==> src/rtl/iidl_pkg.sv <==
// ----------------------------------------------------------------------------
// iidl_pkg: shared types and codes for the indexed insert/delete list
// Field widths of the transfer payloads, action and status codes, and the
// command word that the controller hands to the row of storage cells.
// ----------------------------------------------------------------------------
`default_nettype none

package iidl_pkg;

    localparam int ACT_W   = 2;
    localparam int POS_W   = 5;
    localparam int WORD_W  = 32;
    localparam int STAT_W  = 2;
    localparam int COUNT_W = 5;
    localparam int CAP_W   = 5;

    localparam int DEPTH_DEFAULT      = 16;
    localparam int DATA_WIDTH_DEFAULT = 32;

    localparam logic [CAP_W-1:0] CAP_RESET = 5'd16;

    localparam logic [ACT_W-1:0] ACT_INSERT = 2'd0;
    localparam logic [ACT_W-1:0] ACT_DELETE = 2'd1;
    localparam logic [ACT_W-1:0] ACT_READ   = 2'd2;

    localparam logic [STAT_W-1:0] ST_OK     = 2'd0;
    localparam logic [STAT_W-1:0] ST_FULL   = 2'd1;
    localparam logic [STAT_W-1:0] ST_EMPTY  = 2'd2;
    localparam logic [STAT_W-1:0] ST_BADPOS = 2'd3;

    typedef struct packed {
        logic [ACT_W-1:0]  action;
        logic [POS_W-1:0]  position;
        logic [WORD_W-1:0] item_data;
    } t_in_item;

    typedef struct packed {
        logic [STAT_W-1:0]  status;
        logic [WORD_W-1:0]  read_data;
        logic [COUNT_W-1:0] count;
    } t_out_item;

    // Command broadcast to every cell for one accepted action.
    typedef struct packed {
        logic             ins;
        logic             del;
        logic [POS_W-1:0] pos;
    } t_cell_cmd;

endpackage

`default_nettype wire

==> src/rtl/iidl_cell.sv <==
// ----------------------------------------------------------------------------
// iidl_cell: one storage cell of the list
// Holds the entry at a fixed list index. On an insert it takes its left
// neighbor's word (or the new word at the insert point); on a delete it
// takes its right neighbor's word; otherwise it holds.
// ----------------------------------------------------------------------------
`default_nettype none

module iidl_cell #(
    parameter int DEPTH      = 16,
    parameter int DATA_WIDTH = 32,
    parameter int INDEX      = 0
) (
    input  wire                       i_clk,
    input  wire iidl_pkg::t_cell_cmd  i_cmd,
    input  wire  [DATA_WIDTH-1:0]     i_left,
    input  wire  [DATA_WIDTH-1:0]     i_right,
    input  wire  [DATA_WIDTH-1:0]     i_new,
    output logic [DATA_WIDTH-1:0]     o_q
);
    import iidl_pkg::*;

    localparam int IDX_W = $clog2(DEPTH);
    localparam int CMP_W = (IDX_W > POS_W) ? IDX_W : POS_W;

    logic [CMP_W-1:0]      w_idx;
    logic [CMP_W-1:0]      w_pos;
    logic [DATA_WIDTH-1:0] r_q;
    logic [DATA_WIDTH-1:0] n_q;

    assign w_idx = CMP_W'(INDEX);
    assign w_pos = CMP_W'(i_cmd.pos);

    always_comb begin
        n_q = r_q;
        if (i_cmd.ins) begin
            if (w_idx > w_pos) begin
                n_q = i_left;
            end else if (w_idx == w_pos) begin
                n_q = i_new;
            end
        end else if (i_cmd.del) begin
            if (w_idx >= w_pos) begin
                n_q = i_right;
            end
        end
    end

    always_ff @(posedge i_clk) begin
        r_q <= n_q;
    end

    assign o_q = r_q;

endmodule

`default_nettype wire

==> src/rtl/iidl_ctrl.sv <==
// ----------------------------------------------------------------------------
// iidl_ctrl: list controller
// Keeps the entry count and the capacity register, checks each action,
// issues the shift command to the cells and registers the result transfer.
// ----------------------------------------------------------------------------
`default_nettype none

module iidl_ctrl #(
    parameter int DEPTH      = 16,
    parameter int DATA_WIDTH = 32
) (
    input  wire                          i_clk,
    input  wire                          i_rst_n,
    input  wire                          i_in_valid,
    input  wire iidl_pkg::t_in_item      i_in_item,
    output logic                         o_in_stall,
    input  wire                          i_cfg_valid,
    input  wire  [iidl_pkg::CAP_W-1:0]   i_cfg_data,
    output logic                         o_cfg_ready,
    input  wire  [DATA_WIDTH-1:0]        i_rd_word,
    output iidl_pkg::t_cell_cmd          o_cmd,
    output logic                         o_out_valid,
    output iidl_pkg::t_out_item          o_out_item,
    input  wire                          i_out_stall
);
    import iidl_pkg::*;

    localparam int CNT_W = $clog2(DEPTH + 1);
    localparam int TMP_W = (CNT_W > POS_W) ? CNT_W : POS_W;
    localparam int CM_W  = (TMP_W > CAP_W) ? TMP_W : CAP_W;

    logic [CNT_W-1:0] r_count;
    logic [CNT_W-1:0] n_count;
    logic [CAP_W-1:0] r_cap;
    logic             r_out_valid;
    t_out_item        r_out_item;
    t_out_item        n_out_item;

    logic             w_accept;
    logic [CM_W-1:0]  w_cnt;
    logic [CM_W-1:0]  w_pos;
    logic [CM_W-1:0]  w_cap;
    logic [CM_W-1:0]  w_depth;
    logic [CM_W-1:0]  w_eff_cap;
    logic             w_full;
    logic             w_empty;
    logic [STAT_W-1:0] w_status;
    logic [WORD_W-1:0] w_rd;

    assign o_in_stall  = r_out_valid & i_out_stall;
    assign w_accept    = i_in_valid & ~o_in_stall;
    assign o_cfg_ready = 1'b1;

    assign w_cnt   = CM_W'(r_count);
    assign w_pos   = CM_W'(i_in_item.position);
    assign w_cap   = CM_W'(r_cap);
    assign w_depth = CM_W'(DEPTH);

    // A capacity of zero acts as one, and anything above the depth as the depth.
    always_comb begin
        if (w_cap == '0) begin
            w_eff_cap = CM_W'(1);
        end else if (w_cap > w_depth) begin
            w_eff_cap = w_depth;
        end else begin
            w_eff_cap = w_cap;
        end
    end

    assign w_full  = (w_cnt >= w_eff_cap) || (w_cnt >= w_depth);
    assign w_empty = (r_count == '0);

    always_comb begin
        w_status = ST_OK;
        w_rd     = '0;
        o_cmd    = '0;
        n_count  = r_count;
        o_cmd.pos = i_in_item.position;
        case (i_in_item.action)
            ACT_INSERT: begin
                if (w_full) begin
                    w_status = ST_FULL;
                end else if (w_pos > w_cnt) begin
                    w_status = ST_BADPOS;
                end else begin
                    o_cmd.ins = w_accept;
                    n_count   = r_count + CNT_W'(1);
                end
            end
            ACT_DELETE: begin
                if (w_empty) begin
                    w_status = ST_EMPTY;
                end else if (w_pos >= w_cnt) begin
                    w_status = ST_BADPOS;
                end else begin
                    o_cmd.del = w_accept;
                    n_count   = r_count - CNT_W'(1);
                end
            end
            ACT_READ: begin
                if (w_empty) begin
                    w_status = ST_EMPTY;
                end else if (w_pos >= w_cnt) begin
                    w_status = ST_BADPOS;
                end else begin
                    w_rd = WORD_W'(i_rd_word);
                end
            end
            default: begin
                w_status = ST_BADPOS;
            end
        endcase
        n_out_item.status    = w_status;
        n_out_item.read_data = w_rd;
        n_out_item.count     = COUNT_W'(n_count);
    end

    always_ff @(posedge i_clk) begin
        if (!i_rst_n) begin
            r_count     <= '0;
            r_cap       <= CAP_RESET;
            r_out_valid <= 1'b0;
        end else begin
            if (i_cfg_valid && o_cfg_ready) begin
                r_cap <= i_cfg_data;
            end
            if (w_accept) begin
                r_count     <= n_count;
                r_out_valid <= 1'b1;
            end else if (!i_out_stall) begin
                r_out_valid <= 1'b0;
            end
        end
    end

    always_ff @(posedge i_clk) begin
        if (w_accept) begin
            r_out_item <= n_out_item;
        end
    end

    assign o_out_valid = r_out_valid;
    assign o_out_item  = r_out_item;

endmodule

`default_nettype wire

==> src/rtl/indexed_insert_delete_list.sv <==
// ----------------------------------------------------------------------------
// indexed_insert_delete_list: bounded ordered list with indexed access
// Top level: a row of storage cells driven by the list controller.
// ----------------------------------------------------------------------------
// Usage:
//   Input channel (i_in_valid / o_in_stall / i_in_item): one action per
//   transfer, insert, delete or read at a list position.
//   Output channel (o_out_valid / i_out_stall / o_out_item): exactly one
//   result per action with status, read word and the count afterwards.
//   Configuration channel (i_cfg_valid / o_cfg_ready / i_cfg_data): writes
//   the capacity limit; write it only while no action is in flight.
//   Every cell shifts at once, and the result
//   appears in the output register the cycle after the input transfer.
//   A new action is taken in every cycle while the output moves, so the
//   throughput is one action per cycle.
//   When the receiver stalls, the result holds in the output register and
//   the input stalls too, once that register is full.
//   Synchronous reset empties the list and sets the capacity to 16; the
//   stored words are not cleared and are never read before being written.
// ----------------------------------------------------------------------------
`default_nettype none

module indexed_insert_delete_list #(
    parameter int DEPTH      = iidl_pkg::DEPTH_DEFAULT,
    parameter int DATA_WIDTH = iidl_pkg::DATA_WIDTH_DEFAULT
) (
    input  wire                          i_clk,
    input  wire                          i_rst_n,
    input  wire                          i_in_valid,
    input  wire iidl_pkg::t_in_item      i_in_item,
    output logic                         o_in_stall,
    output logic                         o_out_valid,
    output iidl_pkg::t_out_item          o_out_item,
    input  wire                          i_out_stall,
    input  wire                          i_cfg_valid,
    input  wire  [iidl_pkg::CAP_W-1:0]   i_cfg_data,
    output logic                         o_cfg_ready
);
    import iidl_pkg::*;

    localparam int IDX_W = $clog2(DEPTH);

    t_cell_cmd             w_cmd;
    logic [DATA_WIDTH-1:0] w_new_word;
    logic [DATA_WIDTH-1:0] w_cell_q [DEPTH];
    logic [IDX_W-1:0]      w_rd_idx;
    logic [DATA_WIDTH-1:0] w_rd_word;

    assign w_new_word = DATA_WIDTH'(i_in_item.item_data);
    assign w_rd_idx   = IDX_W'(i_in_item.position);
    // Only positions below the count are used, so the index is in range then.
    assign w_rd_word  = w_cell_q[w_rd_idx];

    iidl_ctrl #(
        .DEPTH      (DEPTH),
        .DATA_WIDTH (DATA_WIDTH)
    ) u_ctrl (
        .i_clk       (i_clk),
        .i_rst_n     (i_rst_n),
        .i_in_valid  (i_in_valid),
        .i_in_item   (i_in_item),
        .o_in_stall  (o_in_stall),
        .i_cfg_valid (i_cfg_valid),
        .i_cfg_data  (i_cfg_data),
        .o_cfg_ready (o_cfg_ready),
        .i_rd_word   (w_rd_word),
        .o_cmd       (w_cmd),
        .o_out_valid (o_out_valid),
        .o_out_item  (o_out_item),
        .i_out_stall (i_out_stall)
    );

    for (genvar g = 0; g < DEPTH; g++) begin : g_cell
        logic [DATA_WIDTH-1:0] w_left;
        logic [DATA_WIDTH-1:0] w_right;

        if (g == 0) begin : g_first
            assign w_left = '0;
        end else begin : g_mid
            assign w_left = w_cell_q[g-1];
        end

        if (g == DEPTH - 1) begin : g_last
            assign w_right = w_cell_q[g];
        end else begin : g_inner
            assign w_right = w_cell_q[g+1];
        end

        iidl_cell #(
            .DEPTH      (DEPTH),
            .DATA_WIDTH (DATA_WIDTH),
            .INDEX      (g)
        ) u_cell (
            .i_clk   (i_clk),
            .i_cmd   (w_cmd),
            .i_left  (w_left),
            .i_right (w_right),
            .i_new   (w_new_word),
            .o_q     (w_cell_q[g])
        );
    end

endmodule

`default_nettype wire

==> config.mk <==
export PLATFORM = sky130hd
export DESIGN_NAME = indexed_insert_delete_list
export DESIGN_NICKNAME = d
export VERILOG_FILES = /design/src/rtl/iidl_pkg.sv /design/src/rtl/iidl_cell.sv /design/src/rtl/iidl_ctrl.sv /design/src/rtl/indexed_insert_delete_list.sv
export SDC_FILE = /design/constraint.sdc
export NUM_CORES = 1
export LEC_CHECK = 0
export BUFFER_PORTS_ARGS = -buffer_cell sky130_fd_sc_hd__buf_2
export CORE_MARGIN = 2
export CORE_UTILIZATION = 35
export CTS_CLUSTER_DIAMETER = 150
export DETAILED_ROUTE_END_ITERATION = 12
export PLACE_DENSITY_LB_ADDON = 0.05
export SLEW_MARGIN = 20
export SYNTH_ARGS = -nofsm -noshare
export SYNTH_HDL_FRONTEND = slang
export SYNTH_SLANG_ARGS = --single-unit
export TNS_END_PERCENT = 1
==> constraint.sdc <==
create_clock -name i_clk -period 11.3 [get_ports i_clk]
set_clock_uncertainty 0.05 [all_clocks]
set_input_delay 0.565 -clock i_clk [delete_from_list [all_inputs] [get_ports i_clk]]
set_output_delay 0.565 -clock i_clk [all_outputs]
set_load 0.1 [all_outputs]
==> impl_metrics.toml <==
[status]
run_status = "complete, no violations"

[cts]
post-cts-setup-buffer-count = 0
max-clock-path-buffers = 3
cts.htree.levels = 3
cts_num_sinks = 562
clockRootBuffer = "sky130_fd_sc_hd__clkbuf_16"
tritoncts_clock_tree = "yes"
worst_setup_hold_path_clk_slew_ns = 0.06
cts_made_buffers = 70
cts.hold.buffers_added = 0
cts_resized = 0
latest_clock_arrival_within_the_worst_skew_pair_ns = 0.62

[floorplanning]
placement_rows = 111
die_h_microns = 307.3
floorplan.io_pins = 91
area_of_the_core_region_sq_mm = 0.09139
fp.dieW_microns = 307.3
initial_core_util = 0.3524
floorplan.die_area_sq_mm = 0.09445

[synth]
yosysSeqAreaShare = 0.5206
most_frequent_cells_after_synthesis = "sky130_fd_sc_hd__edfxtp_1 (551), sky130_fd_sc_hd__mux2i_1 (516), sky130_fd_sc_hd__nor2_1 (473)"
postSynthNetCount = 2925
postSynth.topFlopCell = "sky130_fd_sc_hd__edfxtp_1"
synthDominantCellAreaShare = 0.5138
synth_edf_count = 551
cell_count_after_synthesis = 2860
synth-async-reset-ratio = 0
ys_top_cells_by_area = "sky130_fd_sc_hd__edfxtp_1 (51%), sky130_fd_sc_hd__mux2i_1 (16%), sky130_fd_sc_hd__a21oi_1 (6.5%), sky130_fd_sc_hd__nor2_1 (5.5%), sky130_fd_sc_hd__mux4_2 (4.5%)"
synth.largest_area_cell = "sky130_fd_sc_hd__edfxtp_1"
synth.ff_latch_count = 562
synthDistinctLibCells = 54
yosysWarningCount = 0
mappedNetlistArea_sq_mm = 0.03220
yosys.cell_count.top_type = "sky130_fd_sc_hd__edfxtp_1"
synth_area_per_cell_sq_um = 11.26

[setup_path]
cpMaxStageDelayCell = "sky130_fd_sc_hd__buf_4"
critical-path-max-stage-delay_ns = 0.85
startpoint = "u_ctrl.r_count[3]"
r2r_cells = 10
cp-end-kind = "flip-flop"
origin_of_the_critical_flop_to_flop_path = "u_ctrl.r_count[3]"
critPathKind = "flip-flop to flip-flop"
crit_required_ns = 11.62
worstSetupStartpointType = "flip-flop"
r2r_end = "g_cell[0].u_cell.o_q[11]"
crit_top_cell = "sky130_fd_sc_hd__buf_12"
worstPathCellList = "inv_1 -> ha_1 -> nand4_1 -> o221ai_1 -> o21a_1 -> nor3_4 -> buf_12 -> buf_12 -> buf_4 -> mux2_2"
setup.reg_to_reg.worst_slack_ns = 6.13
cp_data_arrival_time_ns = 5.49
crit_path_end = "g_cell[0].u_cell.o_q[11]"
crit_path_max_fanout = 239

[global_routing]
number_of_antenna_violations_at_the_first_check_in_global_routing = 3
grt_pass1_wl_mm = 162.2
globalRouteOverflowTotal = 0
most_used_routing_layer_in_global_routing = "met2"
grt_pass1_vias = 22920
global_route.usage.met3 = 0.02815
grt_use_met1 = 0.3191
met2_usage = 0.3906
global_route.usage.total = 0.2327
grt_start_max_net_pins = 240

[power_and_ir_drop]
p_seq_frac = 0.456
combinationalPowerShare = 0.104
static_leakage_nw = 12.76
powerDensity_mw_per_mm2 = 140.6
total_power_mw = 5.041
clock_power_share = 0.440
switch_pwr_mw = 1.296
peakVddDrop_uv = 97.68
power.share.switching = 0.2570
cellInternalPower_mw = 3.745

[sta]
fin_crit_ns = 5.166
finalHoldViolations = 0
fin_tns_setup_ns = 0
fin_hold_ws_ns = 0.1170
grt_setup_unrepaired = "no"
postLayoutSetupSlackWorst_ns = 6.134
min_period_over_period = 0.4572
achievable_frequency_mhz = 193.6
report.final.slew_viol_count = 0
timing.max_slew.rel_slack = 0.2886
setup_viol = 0
worstMarginPinSlew_ns = 1.067

[cells_and_area]
post-route-cell-area_sq_mm = 0.03584
synthToLayoutAreaGrowth_pct = 11.28
nFillCells = 8868
fin_util = 0.3922
layout.area.seq_sq_mm = 0.01677
antenna_cells = 0
layoutNonFillerInstCount = 4053
layout.nets = 2879
final_layout_size_suffix_gt1_frac = 0.1420
multi_input_area_sq_mm = 0.01442

[placement]
placement.cell_area_sq_mm = 0.03366
dpl.cell_count = 3928
final_gp_congestion = 0.7754
port_buffers = 89
pre_cts_ws_ns = 5.780
hpwl_mm = 60.82

[routing]
vias = 23210
detailedRoute.firstPassIterationCount = 5
drt_iter0_markers = 1986
number_of_routed_nets_with_antenna_violations = 0
drcViolationCount = 0
wl_per_cell_microns = 27.46
detail_route.vias_per_cell = 5.726
route.final.wire_length_mm = 111.3

[min_path]
worst_hold_path.num_cells = 3
holdCritPathClass = "primary input to flip-flop"

[run]
timing.max_cap.violations = 0
## cell usage in the layout (no fill, tap or decap), types with 17 or more instances in the layout
master	instances
sky130_fd_sc_hd__a21o_1	36
sky130_fd_sc_hd__a21oi_1	420
sky130_fd_sc_hd__a31oi_1	68
sky130_fd_sc_hd__buf_2	85
sky130_fd_sc_hd__buf_4	54
sky130_fd_sc_hd__clkbuf_1	21
sky130_fd_sc_hd__clkbuf_16	74
sky130_fd_sc_hd__clkinv_1	17
sky130_fd_sc_hd__edfxtp_1	551
sky130_fd_sc_hd__inv_1	17
sky130_fd_sc_hd__mux2_2	65
sky130_fd_sc_hd__mux2i_1	516
sky130_fd_sc_hd__mux4_2	64
sky130_fd_sc_hd__nand2_1	143
sky130_fd_sc_hd__nand3b_1	34
sky130_fd_sc_hd__nor2_1	459
sky130_fd_sc_hd__o21ai_0	38
sky130_fd_sc_hd__o221ai_1	35
sky130_fd_sc_hd__o22ai_1	33
## area by class of cell
cell class              count  share of cell area
clock buffers              95             0.05387
clock inverters            30            0.006983
inverters                  17            0.001781
multi-input cells        2019              0.4023
flip-flops and latches    562              0.4678
well taps                1186             0.04141
repair buffers            144             0.02584
## worst min path at each step
stage	startpoint	end
4_1_cts	i_cfg_data[4]	u_ctrl.r_cap[4]
3_5_place_dp	u_ctrl.r_cap[0]	u_ctrl.r_cap[0]
6_report	i_cfg_data[4]	u_ctrl.r_cap[4]
3_3_place_gp	u_ctrl.r_cap[0]	u_ctrl.r_cap[0]
5_1_grt	i_cfg_data[4]	u_ctrl.r_cap[4]
2_1_floorplan	u_ctrl.r_cap[0]	u_ctrl.r_cap[0]
## cells by family (layout without fill, tap and decap cells)
| group | Yosys count | after routing | synth area share |
|---|---|---|---|
| buf+inv | 279 | 286 | 0.03967 |
| other cells | 1 | 1 | 0.0001164 |
| xor+xnor | 1 | 1 | 0.0002720 |
| fa+ha+maj | 16 | 16 | 0.006216 |
| mux | 645 | 645 | 0.2279 |
| simple gates | 700 | 700 | 0.08955 |
| compound gates | 656 | 656 | 0.1157 |
| flops | 562 | 562 | 0.5206 |
## per-layer routing
layer | vias up | part of all wire
li1 | 10600 | -
met1 | 11830 | 0.45
met2 | 618 | 0.48
met3 | 159 | 0.044
met4 | 2 | 0.024
met5 | - | 0.000090
## power by group through the flow
stage	logic, mW	registers (mW)	clock network, mW
3_3_place_gp	0.521	2.34	0
5_1_grt	0.558	2.30	2.35
4_1_cts	0.526	2.30	2.28
3_5_place_dp	0.525	2.34	0
6_report	0.522	2.30	2.22
2_1_floorplan	0.317	2.39	0
## flip-flops by register name, indices dropped and copies added, names as in the netlist
| signal | flops |
|---|---|
| g_cell.u_cell.o_q | 512 |
| u_ctrl.r_count | 5 |
| u_ctrl.r_cap | 5 |
| u_ctrl.o_out_item | 39 |
| u_ctrl.o_out_valid | 1 |
## critical path: cells and delay by family (launching register included)
family | cells | cell delay [ns]
flip-flops | 1 | 0.58
buffers and inverters | 4 | 2.40
adder cells (fa/ha/maj) | 1 | 0.33
AND/OR/NAND/NOR | 2 | 0.48
multiplexers | 1 | 0.42
AO/OA/AOI/OAI | 2 | 0.40
Note: power is estimated with default switching activity, not from simulation.
